==> config.mk <==
export PLATFORM = sky130hd
export DESIGN_NAME = ogbi_scan
export DESIGN_NICKNAME = d
export VERILOG_FILES = /design/src/ogbi_pkg.sv /design/src/ogbi_scan.sv
export SDC_FILE = /design/constraint.sdc
export NUM_CORES = 1
export LEC_CHECK = 0
export BUFFER_PORTS_ARGS = -buffer_cell sky130_fd_sc_hd__buf_2
export CORE_UTILIZATION = 43
export DETAILED_ROUTE_END_ITERATION = 6
export GPL_TIMING_DRIVEN = 0
export PLACE_DENSITY = 0.81
export REMOVE_ABC_BUFFERS = 1
export SKIP_LAST_GASP = 1
export SLEW_MARGIN = 20
export SYNTH_ARGS = -nofsm -noshare
export SYNTH_HDL_FRONTEND = slang
export SYNTH_SLANG_ARGS = --single-unit
==> constraint.sdc <==
create_clock -name clk -period 6 [get_ports clk]
set_input_delay 1.2 -clock clk [delete_from_list [all_inputs] [get_ports clk]]
set_output_delay 1.2 -clock clk [all_outputs]
set_load 0.01 [all_outputs]
==> src/ogbi_pkg.sv <==
// Shared definitions for the occupancy grid box inflation block.
// Holds parameter defaults, register indexes, operation codes and the scan status type.
// No dependencies.
package ogbi_pkg;

    // Default grid dimensions in cells.
    localparam int S_CELLS_DEF = 256;
    localparam int D_CELLS_DEF = 64;
    localparam int T_CELLS_DEF = 64;

    // Configuration register indexes.
    localparam logic [2:0] REG_STEP_S_UP     = 3'd0;
    localparam logic [2:0] REG_STEP_S_DOWN   = 3'd1;
    localparam logic [2:0] REG_STEP_D_UP     = 3'd2;
    localparam logic [2:0] REG_STEP_D_DOWN   = 3'd3;
    localparam logic [2:0] REG_STEP_T_UP     = 3'd4;
    localparam logic [2:0] REG_MAX_T_SPAN    = 3'd5;
    localparam logic [2:0] REG_S_LOWER_FLOOR = 3'd6;

    // Operation codes of an input word.
    localparam logic FUNC_WRITE   = 1'b0;
    localparam logic FUNC_INFLATE = 1'b1;

    // Status returned by the region scanner.
    typedef struct packed {
        logic done;
        logic blocked;
    } ogbi_scan_status_t;

endpackage

==> src/ogbi_scan.sv <==
// Region scanner: reads the rows of an (s, d) rectangle, one row per cycle, and tests
// the selected t bits, stopping at the first occupied cell. Depends on ogbi_pkg.
module ogbi_scan import ogbi_pkg::*; #(
    parameter int S_CELLS = S_CELLS_DEF,
    parameter int D_CELLS = D_CELLS_DEF,
    parameter int T_CELLS = T_CELLS_DEF,
    localparam int SW = $clog2(S_CELLS),
    localparam int DW = $clog2(D_CELLS),
    localparam int AW = $clog2(S_CELLS * D_CELLS)
) (
    input  logic               clk,
    input  logic               rst_n,
    input  logic               start,
    input  logic [SW-1:0]      s_lo,
    input  logic [SW-1:0]      s_hi,
    input  logic [DW-1:0]      d_lo,
    input  logic [DW-1:0]      d_hi,
    input  logic [T_CELLS-1:0] t_mask,
    output logic               rd_en,
    output logic [AW-1:0]      rd_addr,
    input  logic [T_CELLS-1:0] rd_data,
    output ogbi_scan_status_t  status
);

    logic               active_reg, active_next;
    logic               pend_reg, pend_next;
    logic               last_reg, last_next;
    logic [SW-1:0]      i_reg, i_next;
    logic [DW-1:0]      j_reg, j_next;
    logic [SW-1:0]      shi_reg, shi_next;
    logic [DW-1:0]      dlo_reg, dlo_next;
    logic [DW-1:0]      dhi_reg, dhi_next;
    logic [T_CELLS-1:0] mask_reg, mask_next;
    logic               last_issue;
    logic               hit;

    assign rd_en      = active_reg;
    assign rd_addr    = AW'(int'(i_reg) * D_CELLS) + AW'(j_reg);
    assign last_issue = (i_reg == shi_reg) && (j_reg == dhi_reg);
    assign hit        = pend_reg && ((rd_data & mask_reg) != '0);

    assign status.done    = pend_reg && (hit || last_reg);
    assign status.blocked = hit;

    always_comb
    begin
        active_next = active_reg;
        pend_next   = 1'b0;
        last_next   = last_reg;
        i_next      = i_reg;
        j_next      = j_reg;
        shi_next    = shi_reg;
        dlo_next    = dlo_reg;
        dhi_next    = dhi_reg;
        mask_next   = mask_reg;
        if (start)
        begin
            active_next = 1'b1;
            i_next      = s_lo;
            j_next      = d_lo;
            shi_next    = s_hi;
            dlo_next    = d_lo;
            dhi_next    = d_hi;
            mask_next   = t_mask;
            last_next   = 1'b0;
        end
        else if (active_reg)
        begin
            if (hit)
            begin
                // An occupied cell ends the scan; the read in flight is dropped.
                active_next = 1'b0;
            end
            else
            begin
                pend_next = 1'b1;
                last_next = last_issue;
                if (last_issue)
                begin
                    active_next = 1'b0;
                end
                else if (j_reg == dhi_reg)
                begin
                    j_next = dlo_reg;
                    i_next = i_reg + 1'b1;
                end
                else
                begin
                    j_next = j_reg + 1'b1;
                end
            end
        end
    end

    always_ff @(posedge clk or negedge rst_n)
    begin
        if (!rst_n)
        begin
            active_reg <= 1'b0;
            pend_reg   <= 1'b0;
            last_reg   <= 1'b0;
        end
        else
        begin
            active_reg <= active_next;
            pend_reg   <= pend_next;
            last_reg   <= last_next;
        end
    end

    always_ff @(posedge clk)
    begin
        i_reg    <= i_next;
        j_reg    <= j_next;
        shi_reg  <= shi_next;
        dlo_reg  <= dlo_next;
        dhi_reg  <= dhi_next;
        mask_reg <= mask_next;
    end

endmodule

==> impl_metrics.yaml, run 1 <==
run_status:
  status: "finished with violations"
  failed_checks: "DRC"
power_and_ir_drop:
  max-vdd-ir-drop_v: 0.000177
  p_leak_uw: 0.00217
  power.density_nw_per_um2: 282
detailed_routing:
  met1_length_um: 3050
  viasPerCell: 5.04
  wirelength_um: 8400
  dr.max_layer_used: "met4"
  dr_wl_met2_um: 4600
  ant_nets: 0
  drc: 14
  vias: 2663
  wl_per_cell_um: 15.9
  first_iter_violations: 115
  dr.pass1.iters: 6
  met3_length_um: 640
critical_path:
  startpoint: "rd_data[5]"
  crit_type: "input pin to output pin"
  cp_slowest_stage_delay_ns: 0.59
  start_kind: "input pin"
  r2r-end: "i_reg[5]"
  worstReg2RegStart: "mask_reg[5]"
  critPathCaptureType: "output pin"
  crit_required_ns: 4.80
  reg2reg_slack_ns: 3.49
  cp_common_cell: "buf_2"
  cp_slowest_cell: "or4_4"
  crit_fanout: 3
  crit_chain: "buf_2, a22o_1, a221oi_2, nand4_1, or4_4, o21a_1, buf_2"
  r2r_cells: 6
  endpoint: "status[1]"
  crit_arrival_ns: 2.83
cts:
  root_buffer: "clkbuf_8"
  clk_latency_ns: 0.35
  postCtsHoldBufs: 0
  cts_buffers: 9
  clk_pin_slew_ns: 0.09
  clockBufferDepth: 2
  cts_tree: "done"
  htreeDepth: 3
  clock_sinks: 101
  cts.repair.resized: 0
  postCtsSetupBuffers: 0
yosys:
  synthDominantCellAreaShare_pct: 73.6
  synth-edff-count: 98
  synthTopCellsByArea: "edfxtp_1 (74%), a22o_1 (3.5%), a221oi_2 (3.0%), xnor2_1 (2.8%), xor2_1 (2.4%)"
  yosys.area.top_type: "edfxtp_1"
  synthFlopType: "edfxtp_1"
  yosysUniqueCellTypes: 28
  syn_area_um2: 4000
  async_flop_share_pct: 2.97
  synth_area_per_cell_um2: 17.2
  synth_common_cells: "edfxtp_1 (98), nand2_1 (17), a22o_1 (16), o21ai_0 (15), xnor2_1 (13)"
  yosysSeqAreaShare_pct: 75.5
  ys_ff_latch: 101
  synth.most_common_cell: "edfxtp_1"
  yosys_warnings: 0
  synthCells: 233
global_routing:
  grt_pass1_vias: 2836
  antenna_found_initial: 0
  track_usage_pct: 18.0
  grt_overflow_total: 0
  grt_max_degree: 68
  grt_pass1_wl_um: 13200
placement:
  hpwlAfterDp_um: 6390
  placed_cells: 512
  place_worst_setup_slack_ns: 1.92
  place_congestion: 0.764
  portBuffers: 175
sta:
  setup_viol_count_final: 0
  period_share_pct: 67.1
  rsz0062_at_grt: "no"
  max_slew_margin_pct: 68.6
  fmax_ghz: 0.248
  slew_violations: 0
  tightest_slew_ns: 0.470
  setup_slack_ns: 1.97
  finalClockSkew_ns: 0.0117
  setup_tns_ns: 0
  fin_crit_ns: 4.03
  hold_viol: 0
floorplan:
  ios: 176
  fp.dieH_um: 98.4
  coreArea_um2: 8850
  rows: 34
  chipWidth_um: 98.4
  dieArea_um2: 9680
  initial_core_util_pct: 45.2
final_layout:
  layout.cells.non_filler: 528
  fillers: 744
  area_growth_syn_to_layout_pct: 30.3
  layout-drive-gt1-share_pct: 48.3
  final_util_pct: 58.9
  num-nets-final: 576
  largest_register_ffs: 64
  diodes: 0
job:
  max-cap-violations: 0
worst_hold_path:
  hold_class: "input pin to asynchronous set/reset pin"
-- cells in the final DEF, fill, tap and decap left out, types with 2 or more instances in the layout --
cell / Yosys / routed
a221oi_2: 8 / 8
a22o_1: 16 / 16
mux2i_1: 2 / 2
nand4_1: 6 / 6
dfrtp_1: 3 / 3
mux2_2: 2 / 2
and3_1: 2 / 2
xnor2_1: 13 / 13
xor2_1: 11 / 11
nand3_1: 7 / 7
a221oi_1: 8 / 8
nor2b_1: 2 / 2
a21o_1: 3 / 3
nand2_1: 17 / 17
clkbuf_8: 0 / 9
nor2_1: 5 / 5
clkinv_2: 0 / 3
clkinv_4: 0 / 2
o21ai_0: 15 / 15
edfxtp_1: 98 / 98
buf_2: 0 / 174
ha_1: 2 / 2
-- stage by stage --
| stage | hold WS [ns] | total power (µW) | cell area (µm²) |
|---|---|---|---|
| final | 0.626 | 1470 | 5210 |
| after floorplan | 0.567 | 970 | 3970 |
| after CTS | 0.601 | 1490 | 5210 |
| after detailed placement | 0.607 | 1080 | 5020 |
| after global routing | 0.601 | 1540 | 5210 |
| after global placement | 0.595 | 1060 | 4980 |
-- area by class of cell --
cell class	instances	area, µm²	share of cell area (%)
Clock inverter	7	66.3	1.27
Clock buffer	9	124	2.38
Sequential cell	101	3020	57.9
Inverter	1	3.75	0.0721
Tap cell	108	135	2.59
Multi-Input combinational cell	126	952	18.3
Timing Repair Buffer	176	910	17.5
-- critical path: cells and delay by family --
kind	cells	cell delay [ns]
buffers and inverters	2	0.23
AND/OR/NAND/NOR	2	0.76
AO/OA/AOI/OAI	3	0.63
-- power by group --
group / switching [µW] / internal, µW / total, µW
clock: 221 / 191 / 412
sequential: 35.8 / 844 / 880
combinational: 80.5 / 97.4 / 178
total: 338 / 1130 / 1470
-- cell families (layout without fill, tap and decap cells) --
logic type	after synthesis	after routing	synth area share (%)
AND/OR/NAND/NOR	42	42	5.10
AO/OA/AOI/OAI	53	53	11.5
XOR/XNOR	24	24	5.26
multiplexers	5	5	1.35
flip-flops	101	101	75.5
buffers and inverters	6	193	0.657
adder cells (fa/ha/maj)	2	2	0.626
-- routing by layer --
metal | global-route usage, % | up-vias
met3 | 5.08 | 9
li1 | - | 1299
met1 | 19.7 | 1253
met5 | 0 | -
met4 | 5.51 | 0
met2 | 33.5 | 102
-- worst min path at each step --
stage	end	slack, ns	depth (start not counted)
floorplan	last_reg	0.57	2
global placement	last_reg	0.59	2
detailed placement	last_reg	0.61	2
CTS	last_reg	0.60	1
global route	last_reg	0.60	1
finish	last_reg	0.63	1
No activity file was read; power rests on OpenSTA's default activity.
==> inputs of run 2 (changes only) <==
--- a/config.mk
+++ b/config.mk
@@ -5,11 +5,12 @@
 export SDC_FILE = /design/constraint.sdc
 export NUM_CORES = 1
 export LEC_CHECK = 0
+export ABC_AREA = 1
 export BUFFER_PORTS_ARGS = -buffer_cell sky130_fd_sc_hd__buf_2
 export CORE_UTILIZATION = 43
 export DETAILED_ROUTE_END_ITERATION = 6
 export GPL_TIMING_DRIVEN = 0
-export PLACE_DENSITY = 0.81
+export PLACE_DENSITY = 0.82
 export REMOVE_ABC_BUFFERS = 1
 export SKIP_LAST_GASP = 1
 export SLEW_MARGIN = 20
==> constraint.sdc (replaced) <==
create_clock -name clk -period 3.65 [get_ports clk]
set_input_delay 0.73 -clock clk [delete_from_list [all_inputs] [get_ports clk]]
set_output_delay 0.73 -clock clk [all_outputs]
set_load 0.01 [all_outputs]
==> run 2 against run 1 <==
Compared with the run above:
- the flow now finishes without violations
- first-iteration DRC count down 2.6%
- core utilization down 1.7 points
- sequential share of layout area down 4.4 points
- final cell count up 35%
- area after synthesis up 10%
- register-to-register slack worse by 1.9 ns
- worst hold slack worse by 0.47 ns
- die area up 10%
- power up 68%
- critical path type unchanged
==> impl_metrics.yaml, run 2 <==
run_status:
  status: "complete, no violations"
sta:
  rsz0062_at_grt: "no"
  fmax_ghz: 0.399
  hold_viol: 0
  max_slew_margin_pct: 58.1
  fin_crit_ns: 2.51
  finalClockSkew_ns: 0.00863
  period_share_pct: 68.7
  setup_tns_ns: 0
  setup_viol_count_final: 0
  slew_violations: 0
  tightest_slew_ns: 0.629
placement:
  hpwlAfterDp_um: 7810
  placed_cells: 697
  portBuffers: 175
  place_congestion: 0.790
yosys:
  synth_common_cells: "nand2_1 (147), edfxtp_1 (98), nor2_1 (44), nand4_1 (17), inv_1 (13)"
  yosys.area.top_type: "edfxtp_1"
  yosysSeqAreaShare_pct: 68.4
  yosysUniqueCellTypes: 31
  syn_area_um2: 4410
  synthFlopType: "edfxtp_1"
  synth-edff-count: 98
  synthCells: 392
  yosys_warnings: 0
  synthDominantCellAreaShare_pct: 66.7
  synthTopCellsByArea: "edfxtp_1 (67%), nand2_1 (13%), nor2_1 (3.7%), nand4_1 (2.4%), xor2_1 (1.8%)"
  synth_area_per_cell_um2: 11.3
  synth.most_common_cell: "nand2_1"
  async_flop_share_pct: 2.97
  ys_ff_latch: 101
cts:
  htreeDepth: 3
  cts.repair.resized: 0
  cts_tree: "done"
  clockBufferDepth: 2
  clk_latency_ns: 0.35
  cts_buffers: 9
  clk_pin_slew_ns: 0.09
  postCtsHoldBufs: 0
  postCtsSetupBuffers: 0
  clock_sinks: 101
  root_buffer: "clkbuf_8"
floorplan:
  ios: 176
  chipWidth_um: 103
  dieArea_um2: 10700
  coreArea_um2: 9860
  rows: 36
  fp.dieH_um: 103
  initial_core_util_pct: 44.7
global_routing:
  grt_max_degree: 56
  antenna_found_initial: 0
  grt_overflow_total: 0
  track_usage_pct: 18.9
  grt_pass1_wl_um: 14800
  grt_pass1_vias: 3409
detailed_routing:
  wl_per_cell_um: 13.8
  dr.pass1.iters: 7
  wirelength_um: 9820
  ant_nets: 0
  viasPerCell: 4.76
  drc: 0
  vias: 3394
  first_iter_violations: 112
final_layout:
  diodes: 0
  final_common_cell: "buf_2"
  largest_register_ffs: 64
  layout.cells.non_filler: 713
  num-nets-final: 736
  final_cell_mix: "buf_2 (174), nand2_1 (147), edfxtp_1 (98)"
  layout-drive-gt1-share_pct: 35.7
  area_growth_syn_to_layout_pct: 27.8
  fillers: 857
power_and_ir_drop:
  power.density_nw_per_um2: 439
  p_leak_uw: 0.00256
  max-vdd-ir-drop_v: 0.000218
critical_path:
  worstReg2RegStart: "mask_reg[1]"
  startpoint: "rd_data[14]"
  crit_required_ns: 2.92
  crit_fanout: 2
  start_kind: "input pin"
  crit_type: "input pin to output pin"
  crit_arrival_ns: 1.78
  critPathCaptureType: "output pin"
worst_hold_path:
  hold_class: "input pin to asynchronous set/reset pin"
job:
  max-cap-violations: 0
run 2: power breakdown:
group | internal [µW] | leakage (µW) | switching [µW]
registers | 1390 | 0.000999 | 54.5
logic | 164 | 0.00147 | 197
clock network | 311 | 0.0000972 | 361
run 2: worst paths after layout:
path,end,slack [ns],cells after the start
min in group clk,last_reg,0.53,2
setup / recovery,status[1],1.14,9
hold reg to reg,last_reg,0.53,2
setup reg to reg,j_reg[1],1.56,9
hold / removal,rd_en,0.15,1
max in group asynchronous,pend_reg,3.39,1
run 2: cells by family (layout without fill, tap and decap cells):
| group | count (synthesis) | after routing | share of synthesized area [%] |
|---|---|---|---|
| buffers and inverters | 19 | 207 | 2.04 |
| and+or+nand+nor | 230 | 230 | 22.8 |
| adders and majority gates | 2 | 2 | 0.567 |
| AOI/OAI and AO/OA | 26 | 26 | 3.23 |
| DFF | 101 | 101 | 68.4 |
| xor gates and xnor gates | 14 | 14 | 2.95 |
run 2: area by class of cell:
cell class	count	area, µm²	area share, %
Clock buffer	10	128	2.26
Clock inverter	6	53.8	0.954
Inverter	15	61.3	1.09
Multi-Input combinational cell	272	1300	23.1
Sequential cell	101	3020	53.5
Tap cell	133	166	2.95
Timing Repair Buffer	176	906	16.1
run 2: critical path, cell delays in order:
cell	delay [ns]
buf_2	0.09
nand2_1	0.09
nand4_1	0.14
nor2_1	0.14
nand2_1	0.06
nor2_1	0.10
nand2_1	0.09
o21a_1	0.19
buf_2	0.14
run 2: per-stage QoR:
step / power, µW / setup WS [ns] / util [%] / cell area, µm² / hold WS (ns)
6_report: 2470 / 1.14 / 57.1 / 5640 / 0.154
5_1_grt: 2600 / 1.01 / 57.1 / 5640 / 0.127
3_5_place_dp: 1830 / 1.02 / 55.3 / 5460 / 0.513
3_3_place_gp: 1820 / -0.435 / 55.0 / 5430 / 0.486
4_1_cts: 2500 / 1.11 / 57.1 / 5640 / 0.130
2_1_floorplan: 1650 / 1.52 / - / 4380 / 0.434
run 2: per-layer routing:
| layer | vias up | track usage [%] | wire length (µm) |
|---|---|---|---|
| met5 | - | 0 | 0 |
| met4 | 0 | 9.21 | 206 |
| met3 | 17 | 4.03 | 620 |
| met2 | 135 | 34.3 | 4890 |
| met1 | 1533 | 21.0 | 4110 |
| li1 | 1709 | - | - |
